===== src/sv/tcwu_pkg.sv =====
// Package for the congestion window unit: transaction structs, config struct,
// state and command types and fixed constants. No dependencies.
package tcwu_pkg;

    typedef struct packed {
        logic [1:0]  func;
        logic [30:0] ack_number;
        logic [30:0] segment_seq;
        logic [15:0] segment_len;
    } in_item_t;

    typedef struct packed {
        logic [30:0] cong_window;
        logic [30:0] base_seq;
        logic [30:0] next_seq;
        logic [47:0] read_offset;
        logic        may_send;
        logic [1:0]  loss_event;
        logic        transfer_done;
    } out_item_t;

    typedef struct packed {
        logic [15:0] segment_size;
        logic [30:0] slow_start_threshold;
        logic [15:0] timeout_ms;
        logic [30:0] wrap_guard_bytes;
        logic [47:0] total_bytes;
    } cfg_t;

    typedef enum logic [1:0] {
        FUNC_ACK  = 2'd0,
        FUNC_TICK = 2'd1,
        FUNC_SENT = 2'd2,
        FUNC_NONE = 2'd3
    } func_t;

    typedef enum logic [1:0] {
        LOSS_NONE    = 2'd0,
        LOSS_TIMEOUT = 2'd1,
        LOSS_DUPACK  = 2'd2
    } loss_t;

    typedef enum logic [2:0] {
        S_IDLE,
        S_CHECK,
        S_DIV,
        S_APPLY,
        S_OUT
    } state_t;

    typedef enum logic [2:0] {
        REG_SEGMENT_SIZE = 3'd0,
        REG_SSTHRESH     = 3'd1,
        REG_TIMEOUT      = 3'd2,
        REG_WRAP_GUARD   = 3'd3,
        REG_TOTAL_BYTES  = 3'd4
    } reg_idx_t;

    typedef struct packed {
        logic load_item;
        logic div_start;
        logic apply;
        logic load_out;
    } cmd_t;

    typedef struct packed {
        logic need_div;
        logic div_done;
        logic out_busy;
    } status_t;

    localparam logic [30:0] CW_MAX       = 31'h7FFF_FFFF;
    localparam logic [30:0] CW_RESET     = 31'd5872;
    localparam logic [1:0]  DUP_LIMIT    = 2'd3;
    localparam logic [15:0] TICK_MAX     = 16'hFFFF;
    localparam logic [15:0] MSS_RESET    = 16'd1468;
    localparam logic [30:0] SSTH_RESET   = 31'd46976;
    localparam logic [15:0] TIMEOUT_RST  = 16'd20;
    localparam logic [30:0] GUARD_RESET  = 31'd1048576;

endpackage


===== src/sv/tcwu_div.sv =====
// Restoring divider, one quotient bit per cycle: 32-bit dividend, 31-bit divisor.
// Uses tcwu_pkg.
module tcwu_div
    import tcwu_pkg::*;
(
    input  logic        clk,
    input  logic        rst_n,
    input  logic        start,
    input  logic [31:0] dividend,
    input  logic [30:0] divisor,
    output logic        done,
    output logic [31:0] quotient
);

    logic [31:0] q_reg, q_next;
    logic [30:0] rem_reg, rem_next;
    logic [30:0] dvs_reg, dvs_next;
    logic [4:0]  cnt_reg, cnt_next;
    logic        busy_reg, busy_next;
    logic        done_reg, done_next;
    logic [31:0] trial;

    always_comb
    begin
        q_next    = q_reg;
        rem_next  = rem_reg;
        dvs_next  = dvs_reg;
        cnt_next  = cnt_reg;
        busy_next = busy_reg;
        done_next = 1'b0;
        trial     = {rem_reg, q_reg[31]};
        if (start)
        begin
            q_next    = dividend;
            rem_next  = '0;
            dvs_next  = divisor;
            cnt_next  = '0;
            busy_next = 1'b1;
        end
        else if (busy_reg)
        begin
            if (trial >= {1'b0, dvs_reg})
            begin
                rem_next = 31'(trial - {1'b0, dvs_reg});
                q_next   = {q_reg[30:0], 1'b1};
            end
            else
            begin
                rem_next = trial[30:0];
                q_next   = {q_reg[30:0], 1'b0};
            end
            cnt_next = cnt_reg + 5'd1;
            if (cnt_reg == 5'd31)
            begin
                busy_next = 1'b0;
                done_next = 1'b1;
            end
        end
    end

    always_ff @(posedge clk or negedge rst_n)
    begin
        if (!rst_n)
        begin
            busy_reg <= 1'b0;
            done_reg <= 1'b0;
            cnt_reg  <= '0;
        end
        else
        begin
            busy_reg <= busy_next;
            done_reg <= done_next;
            cnt_reg  <= cnt_next;
        end
    end

    always_ff @(posedge clk)
    begin
        q_reg   <= q_next;
        rem_reg <= rem_next;
        dvs_reg <= dvs_next;
    end

    assign done     = done_reg;
    assign quotient = q_reg;

endmodule


===== src/sv/tcwu_dp.sv =====
// Datapath: window and sequence state, item latch, update logic and result register.
// Uses tcwu_pkg and tcwu_div.
module tcwu_dp
    import tcwu_pkg::*;
#(
    parameter int SEQ_BITS = 31
)
(
    input  logic      clk,
    input  logic      rst_n,
    input  cfg_t      cfg,
    input  in_item_t  in_item,
    input  cmd_t      cmd,
    output status_t   status,
    input  logic      out_ready,
    output logic      out_valid,
    output out_item_t out_item
);

    localparam logic [SEQ_BITS-1:0] SEQ_TOP = '1;

    function automatic logic wrapped(input logic [SEQ_BITS-1:0] a,
                                     input logic [SEQ_BITS-1:0] b,
                                     input logic [30:0] wg);
        return (b < a) && (32'(b) <= {1'b0, wg}) &&
               ((32'(a) + {1'b0, wg}) >= 32'(SEQ_TOP));
    endfunction

    function automatic logic newer(input logic [SEQ_BITS-1:0] a,
                                   input logic [SEQ_BITS-1:0] b,
                                   input logic [30:0] wg);
        return wrapped(a, b, wg) || ((b > a) && !wrapped(b, a, wg));
    endfunction

    // item
    logic [1:0]          func_reg;
    logic [SEQ_BITS-1:0] ack_reg, sseq_reg;
    logic [15:0]         slen_reg;

    // state
    logic [SEQ_BITS-1:0] base_reg, base_next;
    logic [SEQ_BITS-1:0] nxt_reg, nxt_next;
    logic [30:0]         ws_reg, ws_next;
    logic [1:0]          dup_reg, dup_next;
    logic [15:0]         ticks_reg, ticks_next;
    logic [47:0]         acked_reg, acked_next;
    logic [1:0]          loss_reg, loss_next;

    logic        outv_reg;
    out_item_t   out_reg, out_next;

    logic        div_done;
    logic [31:0] quot;
    logic [31:0] mss_sq;

    logic        done_now, ack_newer;
    logic [31:0] ss_sum, ssth_p3, lose_fast_w;
    logic [32:0] ca_sum;
    logic [17:0] floor4;
    logic [15:0] ticks_inc;
    logic [1:0]  dup_inc;
    logic [SEQ_BITS-1:0] ack_dist, o_dist, fit_a, fit_b;
    logic [48:0] o_sum;

    assign mss_sq = cfg.segment_size * cfg.segment_size;

    tcwu_div u_div (
        .clk      (clk),
        .rst_n    (rst_n),
        .start    (cmd.div_start),
        .dividend (mss_sq),
        .divisor  (ws_reg),
        .done     (div_done),
        .quotient (quot)
    );

    assign done_now  = acked_reg >= cfg.total_bytes;
    assign ack_newer = newer(base_reg, ack_reg, cfg.wrap_guard_bytes);

    assign status.need_div = !done_now && (func_reg == FUNC_ACK) && ack_newer &&
                             !(ws_reg < cfg.slow_start_threshold) && (ws_reg != '0);
    assign status.div_done = div_done;
    assign status.out_busy = outv_reg && !out_ready;

    always_comb
    begin
        base_next  = base_reg;
        nxt_next   = nxt_reg;
        ws_next    = ws_reg;
        dup_next   = dup_reg;
        ticks_next = ticks_reg;
        acked_next = acked_reg;
        loss_next  = LOSS_NONE;

        floor4      = {cfg.segment_size, 2'b00};
        ssth_p3     = {1'b0, cfg.slow_start_threshold} + 32'd3;
        lose_fast_w = ssth_p3[31] ? 32'(CW_MAX) : ssth_p3;
        if (lose_fast_w < 32'(floor4))
            lose_fast_w = 32'(floor4);
        ss_sum    = {1'b0, ws_reg} + 32'(cfg.segment_size);
        ca_sum    = 33'(ws_reg) + 33'(quot);
        ticks_inc = (ticks_reg == TICK_MAX) ? ticks_reg : ticks_reg + 16'd1;
        dup_inc   = dup_reg + 2'd1;
        ack_dist  = ack_reg - base_reg;

        if (!done_now)
        begin
            unique case (func_reg)
                FUNC_ACK:
                begin
                    if (ack_newer)
                    begin
                        if (ws_reg < cfg.slow_start_threshold)
                            ws_next = (ss_sum < {1'b0, cfg.slow_start_threshold}) ?
                                      ss_sum[30:0] : cfg.slow_start_threshold;
                        else if (ws_reg != '0)
                            ws_next = (ca_sum > 33'(CW_MAX)) ? CW_MAX : ca_sum[30:0];
                        acked_next = acked_reg + 48'(ack_dist);
                        base_next  = ack_reg;
                        if (newer(ack_reg, nxt_reg, cfg.wrap_guard_bytes))
                            nxt_next = ack_reg;
                        dup_next   = '0;
                        ticks_next = '0;
                    end
                    else if (ack_reg == base_reg)
                    begin
                        dup_next = dup_inc;
                        if (dup_inc == DUP_LIMIT)
                        begin
                            nxt_next   = base_reg;
                            ws_next    = lose_fast_w[30:0];
                            dup_next   = '0;
                            ticks_next = '0;
                            loss_next  = LOSS_DUPACK;
                        end
                    end
                end
                FUNC_TICK:
                begin
                    ticks_next = ticks_inc;
                    if (ticks_inc > cfg.timeout_ms)
                    begin
                        nxt_next   = base_reg;
                        ws_next    = 31'(floor4);
                        dup_next   = '0;
                        ticks_next = '0;
                        loss_next  = LOSS_TIMEOUT;
                    end
                end
                FUNC_SENT:
                begin
                    if (sseq_reg == nxt_reg)
                        nxt_next = nxt_reg + SEQ_BITS'(slen_reg);
                end
                default:
                begin
                end
            endcase
        end
    end

    // result from the updated state
    always_comb
    begin
        o_dist = nxt_reg - base_reg;
        fit_a  = base_reg + SEQ_BITS'(ws_reg);
        fit_b  = nxt_reg + SEQ_BITS'(cfg.segment_size);
        o_sum  = {1'b0, acked_reg} + 49'(o_dist);
        out_next.cong_window   = ws_reg;
        out_next.base_seq      = 31'(base_reg);
        out_next.next_seq      = 31'(nxt_reg);
        out_next.read_offset   = o_sum[47:0];
        out_next.may_send      = !newer(fit_a, fit_b, cfg.wrap_guard_bytes) &&
                                 (o_sum < {1'b0, cfg.total_bytes}) && !done_now;
        out_next.loss_event    = loss_reg;
        out_next.transfer_done = done_now;
    end

    always_ff @(posedge clk or negedge rst_n)
    begin
        if (!rst_n)
        begin
            base_reg  <= '0;
            nxt_reg   <= '0;
            ws_reg    <= CW_RESET;
            dup_reg   <= '0;
            ticks_reg <= '0;
            acked_reg <= '0;
            loss_reg  <= LOSS_NONE;
            outv_reg  <= 1'b0;
        end
        else
        begin
            if (cmd.apply)
            begin
                base_reg  <= base_next;
                nxt_reg   <= nxt_next;
                ws_reg    <= ws_next;
                dup_reg   <= dup_next;
                ticks_reg <= ticks_next;
                acked_reg <= acked_next;
                loss_reg  <= loss_next;
            end
            if (cmd.load_out)
                outv_reg <= 1'b1;
            else if (out_ready)
                outv_reg <= 1'b0;
        end
    end

    always_ff @(posedge clk)
    begin
        if (cmd.load_item)
        begin
            func_reg <= in_item.func;
            ack_reg  <= in_item.ack_number[SEQ_BITS-1:0];
            sseq_reg <= in_item.segment_seq[SEQ_BITS-1:0];
            slen_reg <= in_item.segment_len;
        end
        if (cmd.load_out)
            out_reg <= out_next;
    end

    assign out_valid = outv_reg;
    assign out_item  = out_reg;

endmodule


===== src/sv/tcwu_ctrl.sv =====
// Controller FSM: sequences item load, divide, state update and result load.
// Uses tcwu_pkg.
module tcwu_ctrl
    import tcwu_pkg::*;
(
    input  logic    clk,
    input  logic    rst_n,
    input  logic    in_valid,
    output logic    in_ready,
    input  status_t status,
    output cmd_t    cmd
);

    state_t state_reg, state_next;

    always_ff @(posedge clk or negedge rst_n)
    begin
        if (!rst_n)
            state_reg <= S_IDLE;
        else
            state_reg <= state_next;
    end

    always_comb
    begin
        state_next = state_reg;
        cmd        = '0;
        in_ready   = 1'b0;
        unique case (state_reg)
            S_IDLE:
            begin
                in_ready = 1'b1;
                if (in_valid)
                begin
                    cmd.load_item = 1'b1;
                    state_next    = S_CHECK;
                end
            end
            S_CHECK:
            begin
                if (status.need_div)
                begin
                    cmd.div_start = 1'b1;
                    state_next    = S_DIV;
                end
                else
                    state_next = S_APPLY;
            end
            S_DIV:
            begin
                if (status.div_done)
                    state_next = S_APPLY;
            end
            S_APPLY:
            begin
                cmd.apply  = 1'b1;
                state_next = S_OUT;
            end
            S_OUT:
            begin
                if (!status.out_busy)
                begin
                    cmd.load_out = 1'b1;
                    state_next   = S_IDLE;
                end
            end
            default:
                state_next = S_IDLE;
        endcase
    end

endmodule


===== src/sv/tcp_style_congestion_window_unit.sv =====
// Top level: APB register file, controller and datapath of the congestion window unit.
// Uses tcwu_pkg, tcwu_ctrl, tcwu_dp.
//
// Sender-side Reno-style window engine. Each accepted transaction gives exactly
// one result transaction. An item passes through check, state update and
// result load; when an ack grows the window in congestion avoidance, a divide
// of MSS*MSS/cwnd through a restoring divider, one quotient bit per cycle, comes
// before the update. The next item is taken once the result is in the output
// register, never before. A result waiting on out_ready holds off only the item
// after next. Registers sit at byte addresses 8*i over a 64-bit APB port; write
// them only while idle.
module tcp_style_congestion_window_unit
    import tcwu_pkg::*;
#(
    parameter int SEQ_BITS = 31
)
(
    input  logic        clk,
    input  logic        rst_n,
    input  logic        in_valid,
    output logic        in_ready,
    input  in_item_t    in_item,
    output logic        out_valid,
    input  logic        out_ready,
    output out_item_t   out_item,
    input  logic        psel,
    input  logic        penable,
    input  logic        pwrite,
    input  logic [5:0]  paddr,
    input  logic [63:0] pwdata,
    output logic [63:0] prdata,
    output logic        pready
);

    cfg_t     cfg_reg;
    cmd_t     cmd;
    status_t  status;
    reg_idx_t widx;

    assign widx   = reg_idx_t'(paddr[5:3]);
    assign pready = 1'b1;

    always_ff @(posedge clk or negedge rst_n)
    begin
        if (!rst_n)
        begin
            cfg_reg.segment_size         <= MSS_RESET;
            cfg_reg.slow_start_threshold <= SSTH_RESET;
            cfg_reg.timeout_ms           <= TIMEOUT_RST;
            cfg_reg.wrap_guard_bytes     <= GUARD_RESET;
            cfg_reg.total_bytes          <= '0;
        end
        else if (psel && penable && pwrite)
        begin
            unique case (widx)
                REG_SEGMENT_SIZE: cfg_reg.segment_size         <= pwdata[15:0];
                REG_SSTHRESH:     cfg_reg.slow_start_threshold <= pwdata[30:0];
                REG_TIMEOUT:      cfg_reg.timeout_ms           <= pwdata[15:0];
                REG_WRAP_GUARD:   cfg_reg.wrap_guard_bytes     <= pwdata[30:0];
                REG_TOTAL_BYTES:  cfg_reg.total_bytes          <= pwdata[47:0];
                default:
                begin
                end
            endcase
        end
    end

    always_comb
    begin
        unique case (widx)
            REG_SEGMENT_SIZE: prdata = 64'(cfg_reg.segment_size);
            REG_SSTHRESH:     prdata = 64'(cfg_reg.slow_start_threshold);
            REG_TIMEOUT:      prdata = 64'(cfg_reg.timeout_ms);
            REG_WRAP_GUARD:   prdata = 64'(cfg_reg.wrap_guard_bytes);
            REG_TOTAL_BYTES:  prdata = 64'(cfg_reg.total_bytes);
            default:          prdata = '0;
        endcase
    end

    tcwu_ctrl u_ctrl (
        .clk      (clk),
        .rst_n    (rst_n),
        .in_valid (in_valid),
        .in_ready (in_ready),
        .status   (status),
        .cmd      (cmd)
    );

    tcwu_dp #(
        .SEQ_BITS (SEQ_BITS)
    ) u_dp (
        .clk       (clk),
        .rst_n     (rst_n),
        .cfg       (cfg_reg),
        .in_item   (in_item),
        .cmd       (cmd),
        .status    (status),
        .out_ready (out_ready),
        .out_valid (out_valid),
        .out_item  (out_item)
    );

endmodule

===== config.mk =====
export PLATFORM = sky130hd
export DESIGN_NAME = tcp_style_congestion_window_unit
export DESIGN_NICKNAME = d
export VERILOG_FILES = /design/src/sv/tcwu_pkg.sv /design/src/sv/tcwu_div.sv /design/src/sv/tcwu_dp.sv /design/src/sv/tcwu_ctrl.sv /design/src/sv/tcp_style_congestion_window_unit.sv
export SDC_FILE = /design/constraint.sdc
export NUM_CORES = 2
export LEC_CHECK = 0
export BUFFER_PORTS_ARGS = -buffer_cell sky130_fd_sc_hd__buf_2
export CAP_MARGIN = 5
export CORE_ASPECT_RATIO = 1.4
export CORE_MARGIN = 8
export CORE_UTILIZATION = 25
export DETAILED_ROUTE_END_ITERATION = 6
export SLEW_MARGIN = 40
export SYNTH_ARGS = -nofsm -noshare
export SYNTH_HDL_FRONTEND = slang
export SYNTH_HIERARCHICAL = 1
export SYNTH_SLANG_ARGS = --single-unit

===== constraint.sdc =====
create_clock -name clk -period 22 [get_ports clk]
set_input_delay 3.3 -clock clk [delete_from_list [all_inputs] [get_ports clk]]
set_output_delay 3.3 -clock clk [all_outputs]
set_load 0.005 [all_outputs]

Word-level counts from Yosys, hierarchy flattened
Index checks and enable logic that the tools add are counted.
{"block": "op_classes", "addsub": 19, "multipliers": 1, "n_lt_le_gt_ge": 27, "eq_ne": 24, "mux": 63, "n_bitwise": 1, "reduce_logical": 53}
{"operator": "2-to-1 mux 31 bit", "count": 17}
{"operator": "one-hot mux 48 bit (5 select lines)", "count": 1}
{"operator": "less-than comparator 31 bit", "count": 7}
{"operator": "adder 31 x 31 -> 32 bit", "count": 5}
{"operator": ">= comparator 32 x 31 -> 1 bit, second input constant", "count": 5}
{"operator": "<= comparator 31 bit", "count": 5}
{"operator": "> comparator 31 bit", "count": 3}
{"operator": "one-hot mux 31 bit (3 select lines)", "count": 1}
{"operator": "subtractor 31 bit", "count": 3}
{"operator": "2-to-1 mux 16 bit", "count": 5}
{"operator": "2-to-1 mux 32 bit", "count": 2}
{"operator": "adder 31 x 16 -> 31 bit", "count": 2}
{"operator": "== test 31 bit", "count": 2}
{"operator": "one-hot mux 31 bit (2 select lines)", "count": 1}
{"operator": "adder 48 x 31 -> 49 bit", "count": 1}
{"operator": "less-than comparator 49 x 48 -> 1 bit", "count": 1}
{"operator": "adder 48 x 31 -> 48 bit", "count": 1}
{"operator": ">= comparator 48 bit", "count": 1}
{"operator": "adder 31 x 32 -> 33 bit", "count": 1}
{"operator": "> comparator 33 x 31 -> 1 bit, second input constant", "count": 1}
{"operator": "adder 31 x 16 -> 32 bit", "count": 1}
{"operator": "adder 31 x 2 -> 32 bit, second input constant", "count": 1}
{"operator": ">= comparator 32 x 31 -> 1 bit", "count": 1}
{"operator": "less-than comparator 32 x 18 -> 1 bit", "count": 1}
{"operator": "41 further kinds", "count": 119}
{"block": "totals", "register_bits": 633, "inputBits": 157, "out_inout_bits": 212}

Longest topological paths before layout
{"block": "depth", "ltp_word": 12, "mapped_depth": 41, "ltp_nobuf": 41}

Cells and area by module
Netlist, hierarchy kept.
{"mod": "tcwu_dp", "instances": 1, "cells_each": 6193, "area_each_um2": 53050.9, "seq_area_each_um2": 10819.1}
{"mod": "tcp_style_congestion_window_unit", "instances": 1, "cells_each": 453, "area_each_um2": 6447.4, "seq_area_each_um2": 3574.7}
{"mod": "tcwu_div", "instances": 1, "cells_each": 561, "area_each_um2": 5853.1, "seq_area_each_um2": 2687.6}
{"mod": "tcwu_ctrl", "instances": 1, "cells_each": 18, "area_each_um2": 187.7, "seq_area_each_um2": 75.1}

Least setup slack after synthesis
No wires, ideal clock.
{"block": "synth_path", "kind": "input-to-reg", "startpoint": "input out_ready", "endpoint": "register u_dp.outv_reg, in the netlist u_dp/out_valid", "setup_time_ns": 0.154, "t_arrival_ns": 19.296, "required_ns": 21.846, "path_slack_ns": 2.550, "cell_stages": 3, "path_buffers": 0, "path_cell_list": "nor2b_1 -> nor4b_1 -> or2_2"}
{"element": "start, declared", "line": "tcp_style_congestion_window_unit.sv:24", "text": "input logic out_ready,"}
{"element": "end signal, assigned", "line": "tcwu_dp.sv:190", "text": "outv_reg <= 1'b0;"}
{"element": "end signal, assigned", "line": "tcwu_dp.sv:205", "text": "outv_reg <= 1'b1;"}
{"element": "end signal, assigned", "line": "tcwu_dp.sv:207", "text": "outv_reg <= 1'b0;"}
{"element": "end, declared", "line": "tcwu_dp.sv:49", "text": "logic outv_reg;"}

==> results by group <==
Status
  • Status: finished clean

Floorplanning
  • Die width: 449 um
  • # IOs: ~370
  • Vert. Die Dim: 622 um
  • Die area: about 280,000 um2
  • FP Rows: 222
  • Core Region: between 200,000 and 300,000 um2
  • Initial cell density of the core: 0.251

Drt
  • Wire length on met1: 105 mm
  • DRC violations left: 0
  • Via count: 58,418
  • Routed length per instance: 24.5 um
  • 1st-pass router iterations: 7
  • Highest metal used: met5
  • DR iter-0 viols: 4,088
  • Met3 wire len: roughly 14 mm
  • DR vias/cell: 5.26
  • Post-Route WL: 272 mm
  • Routed length on met2: between 100 and 150 mm
  • Routed Antenna Nets: 0

Yosys
  • Cell taking the most area after synthesis: ha_1
  • Post-Syn Area per Cell: 9.07 um2
  • Seq/Total Area, Yosys: 0.262
  • Cells after Synth: 7,225
  • Yosys warns: 6
  • Synth top area share: 0.180
  • Synth async-reset ratio: 0.496
  • Post-synth EDFFs: 288
  • Main synth FF type: dfrtp_1
  • Top cells by area, synth: ha_1, edfxtp_1, dfrtp_1
  • Post-synthesis register bit count: 633
  • Synth Cell Area: 65,500 um2
  • Yosys cell types: about 120

Final layout
  • # nets final: 8,827
  • Filler cells: around 28,000
  • Multi-input logic area: 45,200 um2
  • Number of flip-flops in the largest register: 145
  • Synth-to-Final Area Change: 14.0%
  • Share of cells above drive strength 1: 0.126
  • Sequential cell area: approximately 17,000 um2

GRT
  • Initial antenna violation count: 52
  • All-Layer GR Usage: 0.185
  • First-pass GRT wire length: a little under 400 mm
  • Largest net degree at the start of global routing: 79
  • Vias in the first global route: 59,574
  • GR Overflow Total: 0

Place
  • IO Port Bufs: 332
  • Final RePlAce weighted congestion: 1.07
  • DP HPWL: 222 mm

Clock tree
  • Clock transition at path regs: 70 ps
  • H-Tree Depth: 3
  • CTS sink count: 633
  • CTS Root Cell: clkbuf_16
  • PostCTS Resize Cnt: 0
  • Clock Latency Late Sink: 710 ps
  • Post-CTS setup buffer count: 0
  • CTS tree: yes
  • Number of hold buffers added after CTS: 0
  • CTS Buf Count: 80
  • Clock tree buffer depth: 3

STA
  • Crit share post-route: 0.459
  • Final-report setup violation count: 0
  • Post-route clock skew: 39.0 ps
  • Final Hold Fails: 0
  • Setup_tns: 0 ps
  • Max_slew headroom: 0.275
  • Final Slew Violations: 0
  • Fmax: 99.1 MHz
  • Crit path time final: 10,090 ps
  • Worst Tran Pin Value: 1080 ps
  • Unrepaired setup endpoints after global routing: no

Worst hold path
  • Worst Hold Class: flop to flop

Setup path
  • Slowest stage delay, CP: 790 ps
  • Crit Path Class: flop to flop
  • Critical Path Sink Type: flop
  • CP arrival: between 10,000 and 15,000 ps
  • Data required time of the critical path: 22,410 ps
  • R2r setup slk: 11,910 ps
  • Worst-path fanout max: 11
  • Worst path slowest cell: dfrtp_1
  • Most frequent CP cell: o21a_1
  • Crit start category: flop

Run
  • Max_cap viols: 0
## worst max-delay path, delay by kind of cell (launching register included)
family / cells / cell delay [ps]
and+or+nand+nor: 12 / 2650
buffers and inverters: 1 / 220
adders and majority gates: 3 / 940
xor gates and xnor gates: 2 / 350
AOI/OAI and AO/OA: 21 / 4850
DFF: 1 / 790
## layout make-up
cell class,instances,share of cell area
Timing Repair Buffer,443,0.0353
Inverter,651,0.0327
Clock buffer,95,0.0287
Multi-Input combinational cell,5740,0.605
Clock inverter,52,0.00972
Sequential cell,633,0.230
Antenna cell,16,0.000536
Tap cell,3472,0.0582
## cells in the final DEF, fill, tap and decap left out, types with 131 or more instances in the layout
master and instances:
a21o_1 168, a21oi_1 479, buf_2 332, dfrtp_1 289, edfxtp_1 288, fa_1 179, ha_1 942, inv_1 637
mux2_2 227, nand2_1 470, nand3_1 141, nand4_1 131, nor2_1 506, nor3_1 151, o21ai_0 379, xnor2_1 337
xor2_1 156
## path summary, 6_finish.rpt
kind | startpoint | to | depth (start not counted)
max in group asynchronous | rst_n | u_dp/ticks_reg[13]$_DFFE_PN0P_ | 5
min in group asynchronous | rst_n | u_dp/acked_reg[24]$_DFFE_PN0P_ | 1
worst max-delay path | u_dp/base_reg[1]$_DFFE_PN0P_ | u_dp/out_item[3]$_DFFE_PP_ | 39
worst min register to register | u_dp/loss_reg[1]$_DFFE_PN0P_ | u_dp/out_item[2]$_DFFE_PP_ | 0
worst max register to register | u_dp/base_reg[1]$_DFFE_PN0P_ | u_dp/out_item[3]$_DFFE_PP_ | 39
worst min-delay path | u_dp/loss_reg[1]$_DFFE_PN0P_ | u_dp/out_item[2]$_DFFE_PP_ | 0
## logic make-up after synthesis
family                   after synthesis  share of synthesized area
XOR/XNOR                             494                     0.0660
AND/OR/NAND/NOR                     1967                      0.149
AO/OA/AOI/OAI                       1823                      0.183
adder cells (fa/ha/maj)             1121                      0.235
other                                  3                   0.000172
multiplexers                         317                     0.0536
flip-flops                           633                      0.262
buffers and inverters                867                     0.0527
## Yosys cell counts (all sizes together), types with 168 or more instances
| cell | number |
|---|---|
| dfrtp | 290 |
| nand2 | 471 |
| xnor2 | 338 |
| edfxtp | 288 |
| o21ai | 415 |
| fa | 179 |
| a21o | 168 |
| nor2 | 513 |
| mux2 | 242 |
| ha | 942 |
| a21oi | 486 |
| inv | 644 |
## per-layer routing
layer	GRT usage	vias to the layer above
li1	-	26846
met1	0.210	28758
met2	0.331	2173
met3	0.0248	625
met4	0.105	16
met5	0	-
## per-stage QoR
stage	cell area, um2	util	hold slack, ps	instances	setup WS (ps)
floorplan	65600	-	425	7240	2550
CTS	74600	0.286	463	11083	11920
detailed placement	71700	0.275	448	10936	11970
global placement	71500	0.274	447	10930	11700
finish	74700	0.286	462	11102	11910
global route	74700	0.286	473	11091	11400
Power is not shown: default switching activity piles up to over one toggle a cycle in this logic, so the estimate is an artifact.
